File: config.mk
export PLATFORM = sky130hd
export DESIGN_NAME = fit_policy_free_list_allocator_unit_flat
export DESIGN_NICKNAME = d
export VERILOG_FILES = /design/src/rtl/falloc_pkg.sv /design/src/rtl/falloc_if.sv /design/src/rtl/falloc_alu.sv /design/src/rtl/fit_policy_free_list_allocator_unit.sv /design/src/flat_wrapper.sv
export VERILOG_INCLUDE_DIRS = /design/src /design/src/rtl
export SDC_FILE = /design/constraint.sdc
export NUM_CORES = 2
export LEC_CHECK = 0
export ABC_AREA = 1
export BUFFER_PORTS_ARGS = -buffer_cell sky130_fd_sc_hd__buf_2
export CAP_MARGIN = 0
export CELL_PAD_IN_SITES_DETAIL_PLACEMENT = 1
export CELL_PAD_IN_SITES_GLOBAL_PLACEMENT = 1
export CORE_UTILIZATION = 25
export DETAILED_ROUTE_END_ITERATION = 10
export PLACE_DENSITY = 0.55
export SLEW_MARGIN = 20
export SYNTH_ARGS = -nofsm -noshare
export SYNTH_HDL_FRONTEND = slang
export SYNTH_SLANG_ARGS = --single-unit
File: constraint.sdc
create_clock -name i_clk -period 6.1 [get_ports i_clk]
set_input_delay 0.61 -clock i_clk [delete_from_list [all_inputs] [get_ports i_clk]]
set_output_delay 0.61 -clock i_clk [all_outputs]
set_load 0.01 [all_outputs]
File: src/rtl/assert_macros.svh
// Assertion macros shared by the allocator RTL.
// Needs i_clk and i_rst_n in the scope of each use.
`ifndef ASSERT_MACROS_SVH
`define ASSERT_MACROS_SVH

// Property that must hold at every rising clock edge outside reset
`define FA_ASSERT(label, prop, msg) \
    label: assert property (@(posedge i_clk) disable iff (!i_rst_n) (prop)) \
        else $error(msg);

// Antecedent in this cycle implies consequent in the next cycle
`define FA_ASSERT_NEXT(label, ante, cons, msg) \
    label: assert property (@(posedge i_clk) disable iff (!i_rst_n) \
        (ante) |=> (cons)) else $error(msg);

`endif

File: src/rtl/falloc_pkg.sv
// Shared constants, codes and types of the free-list allocator.
// No dependencies.
package falloc_pkg;

    localparam int AW      = 16;              // address and length width
    localparam int FN      = 16;              // free chunk table depth
    localparam int BN      = 16;              // used block table depth
    localparam int FIW     = $clog2(FN);
    localparam int BIW     = $clog2(BN);
    localparam int CW      = $clog2(FN + 1);  // counter width, holds FN itself
    localparam int UCW     = $clog2(BN + 1);
    localparam int PAW     = 3;               // APB byte address width
    localparam int DW      = 32;              // APB data width

    localparam logic [AW-1:0] POOL_RST = 16'hFFFF;

    // opcodes
    localparam logic OP_ALLOC   = 1'b0;
    localparam logic OP_RELEASE = 1'b1;

    // status codes
    localparam logic [1:0] ST_OK      = 2'd0;
    localparam logic [1:0] ST_NOFIT   = 2'd1;
    localparam logic [1:0] ST_FULL    = 2'd2;
    localparam logic [1:0] ST_UNKNOWN = 2'd3;

    // fit policies (code 3 behaves as first fit)
    localparam logic [1:0] FIT_FIRST = 2'd0;
    localparam logic [1:0] FIT_BEST  = 2'd1;
    localparam logic [1:0] FIT_WORST = 2'd2;

    // register indexes
    localparam logic REG_POLICY = 1'b0;
    localparam logic REG_POOL   = 1'b1;

    typedef struct packed {
        logic [AW:0] sum;
        logic [AW:0] diff;   // diff[AW] set when a < b
        logic        eq;
    } t_alu_res;

endpackage

File: src/rtl/falloc_if.sv
// Request and response channel interfaces of the allocator.
// Depends on falloc_pkg.
interface falloc_req_if;
    logic                      valid;
    logic                      ready;
    logic                      opcode;
    logic [falloc_pkg::AW-1:0] request_size;
    logic [falloc_pkg::AW-1:0] block_address;

    modport source (output valid, opcode, request_size, block_address, input ready);
    modport sink   (input valid, opcode, request_size, block_address, output ready);
endinterface

interface falloc_rsp_if;
    logic                      valid;
    logic                      ready;
    logic [1:0]                status;
    logic [falloc_pkg::AW-1:0] granted_address;
    logic [falloc_pkg::AW-1:0] available_bytes;

    modport source (output valid, status, granted_address, available_bytes, input ready);
    modport sink   (input valid, status, granted_address, available_bytes, output ready);
endinterface

File: src/rtl/falloc_alu.sv
// Shared add / subtract / compare unit used by the allocator sequencer.
// Depends on falloc_pkg.
module falloc_alu (
    input  logic [falloc_pkg::AW-1:0] i_a,
    input  logic [falloc_pkg::AW-1:0] i_b,
    output falloc_pkg::t_alu_res      o_res
);
    always_comb begin
        o_res.sum  = {1'b0, i_a} + {1'b0, i_b};
        o_res.diff = {1'b0, i_a} - {1'b0, i_b};
        o_res.eq   = (i_a == i_b);
    end
endmodule

File: src/rtl/fit_policy_free_list_allocator_unit.sv
// Fit-policy free-list pool allocator, top level.
// Depends on falloc_pkg, falloc_if, falloc_alu and assert_macros.svh.
//
// Usage:
//  - i_req carries one item: opcode (0 allocate, 1 release), request_size,
//    block_address. It is taken when valid and ready are both high.
//  - o_rsp returns one item per request: status, granted_address and the
//    free byte total after the operation.
//  - APB port: register 0 fit_policy at 0x0, register 1 pool_size at 0x4.
//    Writing pool_size empties the used table; nonzero leaves one free chunk.
//    Write only while the block is idle.
// Operation (steps from acceptance until the response is valid):
//  - Table arithmetic uses one shared adder/comparator under a sequencer.
//  - Allocate: scan the free table for a fit, under best or worst fit also
//    compare each further fitting entry with the pick, then carve the chunk
//    or shift the table; a zero size is refused without a scan.
//  - Release: look up the block, find its position in the free table, check
//    both neighbors, insert or merge with a free-table shift where needed,
//    then shift the used table; an unknown block ends after the lookup.
//  - i_req.ready is high only while the sequencer is idle: one item at a
//    time, the next taken at best in the cycle after the response is loaded.
//  - The response sits in an output register; the next item is accepted
//    while it waits. A finished item holds in the last step until the
//    output register is free.
// Reset: synchronous active-low; policy first fit, pool 65535 bytes.
`include "assert_macros.svh"

module fit_policy_free_list_allocator_unit (
    input  logic                           i_clk,
    input  logic                           i_rst_n,
    falloc_req_if.sink                     i_req,
    falloc_rsp_if.source                   o_rsp,
    input  logic                           psel,
    input  logic                           penable,
    input  logic                           pwrite,
    input  logic [falloc_pkg::PAW-1:0]     paddr,
    input  logic [falloc_pkg::DW-1:0]      pwdata,
    output logic [falloc_pkg::DW-1:0]      prdata,
    output logic                           pready
);
    localparam int AW  = falloc_pkg::AW;
    localparam int FIW = falloc_pkg::FIW;
    localparam int BIW = falloc_pkg::BIW;
    localparam int CW  = falloc_pkg::CW;
    localparam int UCW = falloc_pkg::UCW;

    // sequencer states
    localparam logic [4:0] S_IDLE   = 5'd0;
    localparam logic [4:0] S_ASCAN  = 5'd1;   // scan free table for a fit
    localparam logic [4:0] S_ACHK   = 5'd2;   // record block, exact fit?
    localparam logic [4:0] S_ACARVE = 5'd3;   // move chunk start up
    localparam logic [4:0] S_ALEN   = 5'd4;   // shrink chunk length
    localparam logic [4:0] S_FSHDN  = 5'd5;   // remove a free entry
    localparam logic [4:0] S_AAVL   = 5'd6;   // free total minus size
    localparam logic [4:0] S_USCAN  = 5'd7;   // look up block to release
    localparam logic [4:0] S_FPOS   = 5'd8;   // insertion position
    localparam logic [4:0] S_PREV   = 5'd9;   // lower neighbor touches?
    localparam logic [4:0] S_NEXT   = 5'd10;  // upper neighbor touches?
    localparam logic [4:0] S_DEC    = 5'd11;
    localparam logic [4:0] S_MB1    = 5'd12;  // merge both: add block
    localparam logic [4:0] S_MB2    = 5'd13;  // merge both: add upper
    localparam logic [4:0] S_MP     = 5'd14;  // merge into lower
    localparam logic [4:0] S_MN     = 5'd15;  // merge into upper
    localparam logic [4:0] S_FSHUP  = 5'd16;  // open a slot and insert
    localparam logic [4:0] S_USH    = 5'd17;  // remove used entry
    localparam logic [4:0] S_RAVL   = 5'd18;  // free total plus block
    localparam logic [4:0] S_FIN    = 5'd19;  // hand result to output reg

    logic [4:0]     r_state;

    // tables
    logic [AW-1:0]  r_fs [falloc_pkg::FN];
    logic [AW-1:0]  r_fl [falloc_pkg::FN];
    logic [AW-1:0]  r_us [falloc_pkg::BN];
    logic [AW-1:0]  r_ul [falloc_pkg::BN];
    logic [CW-1:0]  r_fcnt;
    logic [UCW-1:0] r_ucnt;

    // configuration and running total
    logic [1:0]     r_policy;
    logic [AW-1:0]  r_pool;
    logic [AW-1:0]  r_avail;

    // per-item working registers
    logic           r_op;
    logic [AW-1:0]  r_size;
    logic [AW-1:0]  r_addr;
    logic [CW-1:0]  r_idx;
    logic [FIW-1:0] r_pick;
    logic [AW-1:0]  r_plen;
    logic           r_found;
    logic           r_ph;
    logic [CW-1:0]  r_pos;
    logic [AW-1:0]  r_blen;
    logic [AW-1:0]  r_nlen;
    logic [BIW-1:0] r_uidx;
    logic           r_ptouch;
    logic           r_ntouch;
    logic [1:0]     r_status;
    logic [AW-1:0]  r_grant;

    // output register
    logic           r_ovalid;
    logic [1:0]     r_ostat;
    logic [AW-1:0]  r_ogrant;
    logic [AW-1:0]  r_oavail;

    logic [CW-1:0]  c_idx_p1;
    logic [CW-1:0]  c_idx_m1;
    logic [CW-1:0]  c_pos_m1;
    logic [FIW-1:0] c_frd;
    logic [BIW-1:0] c_urd;
    logic [AW-1:0]  c_frd_s;
    logic [AW-1:0]  c_frd_l;
    logic [AW-1:0]  c_urd_s;
    logic [AW-1:0]  c_urd_l;
    logic [AW-1:0]  c_alu_a;
    logic [AW-1:0]  c_alu_b;
    falloc_pkg::t_alu_res c_alu;
    logic           c_req_acc;
    logic           c_cfg_wr;
    logic           c_fit_multi;

    assign c_idx_p1 = r_idx + CW'(1);
    assign c_idx_m1 = r_idx - CW'(1);
    assign c_pos_m1 = r_pos - CW'(1);
    assign c_fit_multi = (r_policy == falloc_pkg::FIT_BEST) ||
                         (r_policy == falloc_pkg::FIT_WORST);

    // one read port per table, address chosen by state
    always_comb begin
        case (r_state)
            S_ACHK, S_ACARVE:              c_frd = r_pick;
            S_FSHDN:                       c_frd = c_idx_p1[FIW-1:0];
            S_PREV, S_MB1, S_MB2, S_MP:    c_frd = c_pos_m1[FIW-1:0];
            S_NEXT, S_MN:                  c_frd = r_pos[FIW-1:0];
            S_FSHUP:                       c_frd = c_idx_m1[FIW-1:0];
            default:                       c_frd = r_idx[FIW-1:0];
        endcase
    end

    assign c_urd   = (r_state == S_USH) ? c_idx_p1[BIW-1:0] : r_idx[BIW-1:0];
    assign c_frd_s = r_fs[c_frd];
    assign c_frd_l = r_fl[c_frd];
    assign c_urd_s = r_us[c_urd];
    assign c_urd_l = r_ul[c_urd];

    // operand selection for the shared unit
    always_comb begin
        case (r_state)
            S_ASCAN: begin
                c_alu_a = c_frd_l;
                c_alu_b = r_ph ? r_plen : r_size;
            end
            S_ACHK, S_ALEN: begin
                c_alu_a = r_plen;
                c_alu_b = r_size;
            end
            S_ACARVE: begin
                c_alu_a = c_frd_s;
                c_alu_b = r_size;
            end
            S_AAVL: begin
                c_alu_a = r_avail;
                c_alu_b = r_size;
            end
            S_USCAN: begin
                c_alu_a = c_urd_s;
                c_alu_b = r_addr;
            end
            S_FPOS: begin
                c_alu_a = c_frd_s;
                c_alu_b = r_addr;
            end
            S_PREV: begin
                c_alu_a = c_frd_s;
                c_alu_b = c_frd_l;
            end
            S_NEXT: begin
                c_alu_a = r_addr;
                c_alu_b = r_blen;
            end
            S_MB1, S_MP: begin
                c_alu_a = c_frd_l;
                c_alu_b = r_blen;
            end
            S_MB2: begin
                c_alu_a = c_frd_l;
                c_alu_b = r_nlen;
            end
            S_MN: begin
                c_alu_a = r_blen;
                c_alu_b = r_nlen;
            end
            S_RAVL: begin
                c_alu_a = r_avail;
                c_alu_b = r_blen;
            end
            default: begin
                c_alu_a = '0;
                c_alu_b = '0;
            end
        endcase
    end

    falloc_alu u_alu (
        .i_a   (c_alu_a),
        .i_b   (c_alu_b),
        .o_res (c_alu)
    );

    assign i_req.ready = (r_state == S_IDLE);
    assign c_req_acc   = i_req.valid && i_req.ready;
    assign c_cfg_wr    = psel && penable && pwrite;

    always_ff @(posedge i_clk) begin
        if (!i_rst_n) begin
            r_state  <= S_IDLE;
            r_ovalid <= 1'b0;
            r_policy <= falloc_pkg::FIT_FIRST;
            r_pool   <= falloc_pkg::POOL_RST;
            r_avail  <= falloc_pkg::POOL_RST;
            r_fs[0]  <= '0;
            r_fl[0]  <= falloc_pkg::POOL_RST;
            r_fcnt   <= CW'(1);
            r_ucnt   <= '0;
        end else begin
            if (r_ovalid && o_rsp.ready) begin
                r_ovalid <= 1'b0;
            end

            case (r_state)
                S_IDLE: begin
                    if (c_req_acc) begin
                        r_op     <= i_req.opcode;
                        r_size   <= i_req.request_size;
                        r_addr   <= i_req.block_address;
                        r_idx    <= '0;
                        r_found  <= 1'b0;
                        r_ph     <= 1'b0;
                        r_ptouch <= 1'b0;
                        r_ntouch <= 1'b0;
                        r_grant  <= '0;
                        if (i_req.opcode == falloc_pkg::OP_RELEASE) begin
                            r_state <= S_USCAN;
                        end else if (i_req.request_size == '0) begin
                            r_status <= falloc_pkg::ST_NOFIT;
                            r_state  <= S_FIN;
                        end else begin
                            r_state <= S_ASCAN;
                        end
                    end
                end

                S_ASCAN: begin
                    if (r_idx == r_fcnt) begin
                        r_state <= S_ACHK;
                    end else if (!r_ph) begin
                        if (!c_alu.diff[AW]) begin
                            if (!r_found) begin
                                r_pick  <= r_idx[FIW-1:0];
                                r_plen  <= c_frd_l;
                                r_found <= 1'b1;
                                if (c_fit_multi) begin
                                    r_idx <= c_idx_p1;
                                end else begin
                                    r_state <= S_ACHK;
                                end
                            end else begin
                                r_ph <= 1'b1;
                            end
                        end else begin
                            r_idx <= c_idx_p1;
                        end
                    end else begin
                        // fitting chunk vs current pick; ties keep the lower one
                        r_ph  <= 1'b0;
                        r_idx <= c_idx_p1;
                        if ((r_policy == falloc_pkg::FIT_BEST && c_alu.diff[AW]) ||
                            (r_policy == falloc_pkg::FIT_WORST && !c_alu.diff[AW] &&
                             !c_alu.eq)) begin
                            r_pick <= r_idx[FIW-1:0];
                            r_plen <= c_frd_l;
                        end
                    end
                end

                S_ACHK: begin
                    if (!r_found) begin
                        r_status <= falloc_pkg::ST_NOFIT;
                        r_state  <= S_FIN;
                    end else if (r_ucnt == UCW'(falloc_pkg::BN)) begin
                        r_status <= falloc_pkg::ST_FULL;
                        r_state  <= S_FIN;
                    end else begin
                        r_us[r_ucnt[BIW-1:0]] <= c_frd_s;
                        r_ul[r_ucnt[BIW-1:0]] <= r_size;
                        r_ucnt  <= r_ucnt + UCW'(1);
                        r_grant <= c_frd_s;
                        if (c_alu.eq) begin
                            r_idx   <= CW'(r_pick);
                            r_state <= S_FSHDN;
                        end else begin
                            r_state <= S_ACARVE;
                        end
                    end
                end

                S_ACARVE: begin
                    r_fs[r_pick] <= c_alu.sum[AW-1:0];
                    r_state      <= S_ALEN;
                end

                S_ALEN: begin
                    r_fl[r_pick] <= c_alu.diff[AW-1:0];
                    r_state      <= S_AAVL;
                end

                S_FSHDN: begin
                    if (c_idx_p1 < r_fcnt) begin
                        r_fs[r_idx[FIW-1:0]] <= c_frd_s;
                        r_fl[r_idx[FIW-1:0]] <= c_frd_l;
                        r_idx <= c_idx_p1;
                    end else begin
                        r_fcnt <= r_fcnt - CW'(1);
                        if (r_op == falloc_pkg::OP_ALLOC) begin
                            r_state <= S_AAVL;
                        end else begin
                            r_idx   <= CW'(r_uidx);
                            r_state <= S_USH;
                        end
                    end
                end

                S_AAVL: begin
                    r_avail  <= c_alu.diff[AW-1:0];
                    r_status <= falloc_pkg::ST_OK;
                    r_state  <= S_FIN;
                end

                S_USCAN: begin
                    if (r_idx == CW'(r_ucnt)) begin
                        r_status <= falloc_pkg::ST_UNKNOWN;
                        r_state  <= S_FIN;
                    end else if (c_alu.eq) begin
                        r_uidx  <= r_idx[BIW-1:0];
                        r_blen  <= c_urd_l;
                        r_idx   <= '0;
                        r_state <= S_FPOS;
                    end else begin
                        r_idx <= c_idx_p1;
                    end
                end

                S_FPOS: begin
                    if (r_idx == r_fcnt || !c_alu.diff[AW]) begin
                        r_pos   <= r_idx;
                        r_state <= S_PREV;
                    end else begin
                        r_idx <= c_idx_p1;
                    end
                end

                S_PREV: begin
                    if (r_pos != '0) begin
                        r_ptouch <= (c_alu.sum == {1'b0, r_addr});
                    end
                    r_state <= S_NEXT;
                end

                S_NEXT: begin
                    if (r_pos != r_fcnt) begin
                        r_ntouch <= (c_alu.sum == {1'b0, c_frd_s});
                        r_nlen   <= c_frd_l;
                    end
                    r_state <= S_DEC;
                end

                S_DEC: begin
                    if (r_ptouch && r_ntouch) begin
                        r_state <= S_MB1;
                    end else if (r_ptouch) begin
                        r_state <= S_MP;
                    end else if (r_ntouch) begin
                        r_state <= S_MN;
                    end else if (r_fcnt == CW'(falloc_pkg::FN)) begin
                        r_status <= falloc_pkg::ST_FULL;
                        r_state  <= S_FIN;
                    end else begin
                        r_idx   <= r_fcnt;
                        r_state <= S_FSHUP;
                    end
                end

                S_MB1: begin
                    r_fl[c_pos_m1[FIW-1:0]] <= c_alu.sum[AW-1:0];
                    r_state <= S_MB2;
                end

                S_MB2: begin
                    // lower chunk now spans the upper one; drop the upper
                    r_fl[c_pos_m1[FIW-1:0]] <= c_alu.sum[AW-1:0];
                    r_idx   <= r_pos;
                    r_state <= S_FSHDN;
                end

                S_MP: begin
                    r_fl[c_pos_m1[FIW-1:0]] <= c_alu.sum[AW-1:0];
                    r_idx   <= CW'(r_uidx);
                    r_state <= S_USH;
                end

                S_MN: begin
                    r_fs[r_pos[FIW-1:0]] <= r_addr;
                    r_fl[r_pos[FIW-1:0]] <= c_alu.sum[AW-1:0];
                    r_idx   <= CW'(r_uidx);
                    r_state <= S_USH;
                end

                S_FSHUP: begin
                    if (r_idx != r_pos) begin
                        r_fs[r_idx[FIW-1:0]] <= c_frd_s;
                        r_fl[r_idx[FIW-1:0]] <= c_frd_l;
                        r_idx <= c_idx_m1;
                    end else begin
                        r_fs[r_pos[FIW-1:0]] <= r_addr;
                        r_fl[r_pos[FIW-1:0]] <= r_blen;
                        r_fcnt  <= r_fcnt + CW'(1);
                        r_idx   <= CW'(r_uidx);
                        r_state <= S_USH;
                    end
                end

                S_USH: begin
                    if (c_idx_p1 < CW'(r_ucnt)) begin
                        r_us[r_idx[BIW-1:0]] <= c_urd_s;
                        r_ul[r_idx[BIW-1:0]] <= c_urd_l;
                        r_idx <= c_idx_p1;
                    end else begin
                        r_ucnt  <= r_ucnt - UCW'(1);
                        r_state <= S_RAVL;
                    end
                end

                S_RAVL: begin
                    r_avail  <= c_alu.sum[AW-1:0];
                    r_status <= falloc_pkg::ST_OK;
                    r_state  <= S_FIN;
                end

                S_FIN: begin
                    if (!r_ovalid || o_rsp.ready) begin
                        r_ovalid <= 1'b1;
                        r_ostat  <= r_status;
                        r_ogrant <= (r_status == falloc_pkg::ST_OK) ? r_grant : '0;
                        r_oavail <= r_avail;
                        r_state  <= S_IDLE;
                    end
                end

                default: begin
                    r_state <= S_IDLE;
                end
            endcase

            // register writes must arrive only while idle; the block does not enforce it
            if (c_cfg_wr) begin
                if (paddr[2] == falloc_pkg::REG_POLICY) begin
                    r_policy <= pwdata[1:0];
                end else begin
                    r_pool  <= pwdata[AW-1:0];
                    r_avail <= pwdata[AW-1:0];
                    r_fs[0] <= '0;
                    r_fl[0] <= pwdata[AW-1:0];
                    r_fcnt  <= (pwdata[AW-1:0] != '0) ? CW'(1) : '0;
                    r_ucnt  <= '0;
                end
            end
        end
    end

    assign pready = 1'b1;
    assign prdata = (paddr[2] == falloc_pkg::REG_POLICY) ?
                    {{(falloc_pkg::DW-2){1'b0}}, r_policy} :
                    {{(falloc_pkg::DW-AW){1'b0}}, r_pool};

    assign o_rsp.valid           = r_ovalid;
    assign o_rsp.status          = r_ostat;
    assign o_rsp.granted_address = r_ogrant;
    assign o_rsp.available_bytes = r_oavail;

    `FA_ASSERT(a_fcnt_max, r_fcnt <= CW'(falloc_pkg::FN), "free count overflow")
    `FA_ASSERT(a_ucnt_max, r_ucnt <= UCW'(falloc_pkg::BN), "used count overflow")
    `FA_ASSERT_NEXT(a_busy_after_acc, c_req_acc, r_state != S_IDLE,
        "sequencer idle right after accepting an item")
    `FA_ASSERT_NEXT(a_fin_loads, r_state == S_FIN && (!r_ovalid || o_rsp.ready),
        r_ovalid && r_state == S_IDLE, "finished item not loaded into output")
endmodule

File: src/flat_wrapper.sv
// flat-port wrapper written by rule: the top's interface ports become plain ports
module fit_policy_free_list_allocator_unit_flat 
  (i_clk, i_rst_n, psel, penable, pwrite, paddr, pwdata, prdata, pready, i_req_valid, i_req_opcode, i_req_request_size, i_req_block_address, i_req_ready, o_rsp_valid, o_rsp_status, o_rsp_granted_address, o_rsp_available_bytes, o_rsp_ready);
  falloc_req_if i_req_i ();
  falloc_rsp_if o_rsp_i ();
  input  logic i_clk;
  input  logic i_rst_n;
  input  logic psel;
  input  logic penable;
  input  logic pwrite;
  input  logic [falloc_pkg::PAW-1:0] paddr;
  input  logic [falloc_pkg::DW-1:0] pwdata;
  output logic [falloc_pkg::DW-1:0] prdata;
  output logic pready;
  input wire logic [$bits(i_req_i.valid)-1:0] i_req_valid;
  input wire logic [$bits(i_req_i.opcode)-1:0] i_req_opcode;
  input wire logic [$bits(i_req_i.request_size)-1:0] i_req_request_size;
  input wire logic [$bits(i_req_i.block_address)-1:0] i_req_block_address;
  output wire logic [$bits(i_req_i.ready)-1:0] i_req_ready;
  output wire logic [$bits(o_rsp_i.valid)-1:0] o_rsp_valid;
  output wire logic [$bits(o_rsp_i.status)-1:0] o_rsp_status;
  output wire logic [$bits(o_rsp_i.granted_address)-1:0] o_rsp_granted_address;
  output wire logic [$bits(o_rsp_i.available_bytes)-1:0] o_rsp_available_bytes;
  input wire logic [$bits(o_rsp_i.ready)-1:0] o_rsp_ready;
  assign i_req_i.valid = i_req_valid;
  assign i_req_i.opcode = i_req_opcode;
  assign i_req_i.request_size = i_req_request_size;
  assign i_req_i.block_address = i_req_block_address;
  assign i_req_ready = i_req_i.ready;
  assign o_rsp_valid = o_rsp_i.valid;
  assign o_rsp_status = o_rsp_i.status;
  assign o_rsp_granted_address = o_rsp_i.granted_address;
  assign o_rsp_available_bytes = o_rsp_i.available_bytes;
  assign o_rsp_i.ready = o_rsp_ready;
  fit_policy_free_list_allocator_unit u_core (.i_clk(i_clk), .i_rst_n(i_rst_n), .i_req(i_req_i), .o_rsp(o_rsp_i), .psel(psel), .penable(penable), .pwrite(pwrite), .paddr(paddr), .pwdata(pwdata), .prdata(prdata), .pready(pready));
endmodule
# Word level (Yosys, flattened, before mapping)
# Memories as Yosys holds them, arrays and structs flattened.
# Index checks and enable logic that the tools add are counted.
# word_totals
n_memories	4
input_bits	75
out_inout_bits	69
regBits	205
mem_bits_rw	1024
word_cells	411
# classes
eq_ne	80
bitwise_logic	50
n_addsub	9
n_reduce_logical	61
order_cmp	2
muxes	179
# memory_table
memory	depth	word_bits	read_ports	rd_clocked_by_memory_dff	wr	line_no	text
u_core.r_fl	16	16	1	0	2	fit_policy_free_list_allocator_unit.sv:73	logic [AW-1:0] r_fl [falloc_pkg::FN];
u_core.r_fs	16	16	1	0	2	fit_policy_free_list_allocator_unit.sv:72	logic [AW-1:0] r_fs [falloc_pkg::FN];
u_core.r_ul	16	16	1	0	1	fit_policy_free_list_allocator_unit.sv:75	logic [AW-1:0] r_ul [falloc_pkg::BN];
u_core.r_us	16	16	1	0	1	fit_policy_free_list_allocator_unit.sv:74	logic [AW-1:0] r_us [falloc_pkg::BN];
# op_table
operator	count
$mux 16	26
$mux 5	50
$pmux 16 s7	1
$reduce_or 16->1	7
$pmux 16 s6	1
$pmux 5 s18	1
$mux 1	65
$pmux 16 s2	2
$pmux 5 s11	1
$eq 4x4->1 const B	13
$mux 4	12
$eq 5x4->1 const B	8
$ne 2x2->1 const B	19
$eq 17x16->1	2
$eq 5x5->1 const B	6
$and 1x1->1	26
$mux 2	11
$reduce_and 11->1	2
$eq 5x3->1 const B	4
$pmux 4 s5	1
$pmux 5 s2	2
$ne 2x1->1 const B	9
$add 16x16->17	1
$reduce_and 17->1	1
39 further kinds	110

# Depth between registers and ports, before layout
# depth
ltp_word	13
depth_mapped	39
ltp_nobuf	37

# Cells and area by module
# A second synthesis with hierarchy kept.
# hier_totals
cells_unflattened	5136
hier_area_um2	55665.9
# modules_own_cells
mod	n_inst	cells_each	seq_area_each_um2	area_each_um2
fit_policy_free_list_allocator_unit	1	4748	36404.9	53670.2
falloc_alu	1	388	0.0	1995.7

# Worst setup path before layout
# No wires, ideal clock.
# synth_path
path_kind	register -> register
from	reg u_core.r_idx[0]
to	reg u_core.r_pick[0], enable pin
arrival_ns	5.371
period_less_slack_ns	5.800
path_buffers	3
path_stages_with_launch	27
required_ns	5.672
path_slack_ns	0.300
setup_time_ns	0.428
path_cell_list	edfxtp_1 -> buf_2 -> inv_1 -> ha_1 -> inv_1 -> nor2_1 -> o21ai_0 -> nand2_1 -> nor3_1 -> nand2_1 -> nand2_1 -> buf_1 -> nand3_1 -> o211ai_1 -> nand2_1 -> nand2_1 -> o2111ai_1 -> ha_1 -> clkbuf_1 -> nand3_1 -> nand2_1 -> inv_1 -> o221ai_1 -> nand2_1 -> nand2_1 -> a21oi_1 -> a211oi_1
# synth_via
elab_chain_cells	11
word_cells_on_any_way	22
classes_between	add/sub (3); eq/ne (4); mux (4); bitwise (1); reduce/logical (7); memory (3)
# synth_rtl
item	line_no	text
from (decl)	fit_policy_free_list_allocator_unit.sv:88	logic [CW-1:0] r_idx;
from (signal assigned)	fit_policy_free_list_allocator_unit.sv:265	r_idx <= c_idx_p1;
from (signal assigned)	fit_policy_free_list_allocator_unit.sv:273	r_idx <= c_idx_p1;
from (signal assigned)	fit_policy_free_list_allocator_unit.sv:278	r_idx <= c_idx_p1;
$sub 5x1->5 / $add 5x1->5 (equally long branches)	fit_policy_free_list_allocator_unit.sv:125, fit_policy_free_list_allocator_unit.sv:124	
$pmux 4 s5 *	fit_policy_free_list_allocator_unit.sv:132	case (r_state)
$mem_v2 16x16 *	-	
via u_core.c_frd_l[3]	fit_policy_free_list_allocator_unit.sv:114	logic [AW-1:0] c_frd_l;
$pmux 16 s7 / $pmux 16 s6 (equally long branches)	fit_policy_free_list_allocator_unit.sv:150	case (r_state)
$sub 16x16->17	falloc_alu.sv:10	o_res.diff = {1'b0, i_a} - {1'b0, i_b};
$logic_not 1->1	-	
$logic_and 1x1->1 (2 in series)	fit_policy_free_list_allocator_unit.sv:280	(r_policy == falloc_pkg::FIT_WORST && !c_alu.diff[AW] &&
$logic_or 1x1->1	fit_policy_free_list_allocator_unit.sv:279	if ((r_policy == falloc_pkg::FIT_BEST && c_alu.diff[AW]) ||
$ne 2x2->1 (no source line)	-	
$reduce_and 6->1 (no source line) *	-	
to (signal assigned)	fit_policy_free_list_allocator_unit.sv:261	r_pick <= r_idx[FIW-1:0];
to (signal assigned)	fit_policy_free_list_allocator_unit.sv:282	r_pick <= r_idx[FIW-1:0];
to (decl)	fit_policy_free_list_allocator_unit.sv:89	logic [FIW-1:0] r_pick;
# The timed path passes the listed nets; every way through them passes the cells marked *.
# A chain may end at the register's enable or synchronous reset.

# Final worst setup path
# layout_path
from	reg u_core.r_idx[0]
to	reg u_core.r_ntouch, data pin
# layout_via
elab_chain_cells	8
word_cells_on_any_way	13
classes_between	add/sub (3); eq/ne (1); mux (6); memory (3)
# layout_rtl
item	line_no	text
$sub 5x1->5 / $add 5x1->5 (equally long branches)	fit_policy_free_list_allocator_unit.sv:125, fit_policy_free_list_allocator_unit.sv:124	
$pmux 4 s5 / $mux 4 (equally long branches)	fit_policy_free_list_allocator_unit.sv:132, fit_policy_free_list_allocator_unit.sv:142	
$mem_v2 16x16, on equally long branches	-	
$pmux 16 s7 / $pmux 16 s6 (equally long branches)	fit_policy_free_list_allocator_unit.sv:150	
$add 16x16->17	falloc_alu.sv:9	o_res.sum = {1'b0, i_a} + {1'b0, i_b};
$eq 17x16->1 *	fit_policy_free_list_allocator_unit.sv:373	r_ntouch <= (c_alu.sum == {1'b0, c_frd_s});
$mux 1 *	fit_policy_free_list_allocator_unit.sv:372	if (r_pos != r_fcnt) begin
$pmux 1 s2 *	fit_policy_free_list_allocator_unit.sv:232	case (r_state)
to (signal assigned)	fit_policy_free_list_allocator_unit.sv:373	
to (decl)	fit_policy_free_list_allocator_unit.sv:98	logic r_ntouch;
# Every way passes the cells marked *; elsewhere a longest branch is shown, timed or not. The select of a mux whose other input is x is not followed.

==> impl_metrics.ini <==
[finish]
num-fill-cells = 24500
final_cell_mix = edfxtp_1 (1179), nand2_1 (1168), nor2_1 (550)
final_common_cell = edfxtp_1
fin_nets = 5732
layout-drive-gt1-share_pct = 15.8
syn_to_final_growth_pct = 22.1
layout.cells.non_filler = 8670

[cts]
cts.sink_count = 1229
cts_max_path_buffers = 3
clock_latency_ns = 0.80
cts_tree = done
root_buffer = clkbuf_16
h-tree-depth = 4
cts_made_buffers = 140
clkTransAtPathRegs_ns = 0.06

[placed_design]
place_congestion = 0.938
post-place-ws_ns = -0.0163
placed_cells = 8389
port_buffers = 108
dpl.hpwl_um = 142000

[setup_path]
crit_fanout = 32
crit_top_cell = nand2_1
cp-start-kind = flip-flop
critical-path-max-stage-delay_ns = 0.48
crit_slowest_cell = fa_1
r2r_end = u_core.r_ntouch$_SDFFCE_PP0P_
reg2regPathDepth = 34
ff2ff_setup_slack_ns = 0.27
critical_path_class = reg2reg
worstSetupEndpointType = flip-flop
r2r_start = u_core.r_idx[0]$_DFFE_PP_
crit_start = u_core.r_idx[0]$_DFFE_PP_
required_ns = 6.75
arrival_ns = 6.48

[routing]
postRouteAntennaNets = 0
firstDrtPassIters = 5
drtIter0Drc = 2869
vias_per_cell = 4.78
wl_per_cell_um = 24.1
drc = 0
num_vias = 41500
wirelength_um = 209000

[worst_hold_path]
min_from = i_req_block_address[14]
hold_end = u_core.r_addr[14]$_DFFE_PP_
worstHoldPathType = in2reg
holdPathStages = 1

[grt]
grt_max_degree = 97
grt_pass1_wl_um = 299000
grtUsageTotal_pct = 18.4
antenna_found_initial = 4
first_global_vias = 42000
grt_overflow = 0

[outcome]
outcome = finished, final reports clean

[floorplanning]
initial_core_util_pct = 25.1
rows = 172
die_x_um = 472
fp.coreArea_um2 = 220000
fp.dieH_um = 472
io_pins = 144
die_area_um2 = 223000

[timing]
fin_worst_skew_ns = 0.0304
setup_tns_ns = 0
slew_viol_final = 0
finalSetupViolCount = 0
setup_slack_ns = 0.271
tightest_slew_ns = 1.04
holdWs_ns = 0.0332
finalCritPeriodShare_pct = 95.6
maxClockFrequency_mhz = 172
hold_viol_final = 0
period_needed_ns = 5.83
slew_headroom_pct = 30.2

[yosys]
synth_cell_types = 61
synth_seq_area_share_pct = 65.9
synth_compound_area_share_pct = 10.3
syn_area_um2 = 55300
synth-async-reset-ratio_pct = 0
yosysWarnings = 0
muxShareOfSynthArea_pct = 0
syn_inst = 5163
synth-simple-area-share_pct = 16.7
synth-xor-area-share_pct = 0.777
ys_ff_latch = 1229
syn_avg_cell_area_um2 = 10.7
synth-edff-count = 1179
synth_top_family_by_area = simple AND/OR/NAND/NOR gates
yosys.area_share.adder_pct = 1.27
synth-main-ff-cell = edfxtp_1

[job]
cap_viol_max_count = 0
-- sequential cells by signal, summed over array words and instances (netlist names), 16 cells and up --
signal,flops
u_core.r_fl,256
u_core.r_fs,256
u_core.r_ul,256
u_core.r_us,256
u_core.o_rsp.available_bytes,16
u_core.o_rsp.granted_address,16
u_core.r_addr,16
u_core.r_avail,16
u_core.r_blen,16
u_core.r_grant,16
u_core.r_nlen,16
u_core.r_plen,16
u_core.r_pool,16
u_core.r_size,16
-- cell families after synthesis --
group | after synthesis
xor+xnor | 49
flops | 1229
compound gates | 932
simple gates | 2241
fa+ha+maj | 55
other cells | 2
buf+inv | 655
-- repair_timing --
item	CTS	global route
setup endpoints to repair	1	276
hold buffers	21	0
gates resized for setup	1	38
cloned	0	1
pin swaps	0	10
hold endpoints to repair	21	0
buffers inserted	0	7
-- through the flow --
step / utilization, % / instance area, um2
finish: 30.7 / 67500
global route: 30.7 / 67500
CTS: 30.6 / 67300
detailed placement: 28.5 / 62600
global placement: 28.5 / 62600
floorplan: - / 55300
-- worst max-delay path, delay by kind of cell (launching register included) --
| kind | cells | cell delay, ns |
|---|---|---|
| AOI/OAI and AO/OA | 1 | 0.05 |
| xor gates and xnor gates | 2 | 0.46 |
| adders and majority gates | 3 | 0.86 |
| buffers and inverters | 11 | 1.53 |
| DFF | 1 | 0.46 |
| and+or+nand+nor | 17 | 2.27 |
-- Yosys cell counts, drive strengths merged, types with 12 or more instances --
library cell,count,area (um2)
nand2,1189,4520
edfxtp,1179,35400
nor2,606,2340
o21ai,439,2200
inv,352,1320
nand3,337,1730
clkbuf,162,608
buf,137,796
a21oi,118,594
o221ai,106,928
o211ai,94,706
o22ai,78,494
ha,53,663
dfxtp,50,1000
xor2,44,385
or2,33,206
nand4,28,175
nor3,25,130
o2111ai,20,175
a221oi,12,105
a32oi,12,105
nor4,12,75.1
-- worst max-delay path by stage --
stage / depth (start not counted) / endpoint
after floorplan: 26 / u_core.r_pick[0]$_DFFE_PP_
after global placement: 34 / u_core.r_ptouch$_SDFFCE_PN0P_
after detailed placement: 34 / u_core.r_ptouch$_SDFFCE_PN0P_
after CTS: 34 / u_core.r_ptouch$_SDFFCE_PN0P_
after global routing: 32 / u_core.r_idx[0]$_DFFE_PP_
final: 34 / u_core.r_ntouch$_SDFFCE_PP0P_
-- per-layer routing --
metal	up-vias	GRT usage [%]	wire length, um
met1	21200	23.6	90500
li1	19000	-	-
met2	956	31.2	102000
met5	-	0	0
met4	0	7.25	8250
met3	318	2.43	8520
-- cell type report --
cell class	instances	area, um2	area share (%)
Tap cell	2958	3700	5.48
Sequential cell	1229	36400	53.9
Clock buffer	186	3810	5.65
Clock inverter	65	644	0.955
Antenna cell	1	2.50	0.00371
Timing Repair Buffer	581	4990	7.39
Multi-Input combinational cell	3294	16600	24.6
Inverter	356	1350	2.00
Power is not shown: default switching activity piles up to over one toggle a cycle in this logic, so the estimate is an artifact.
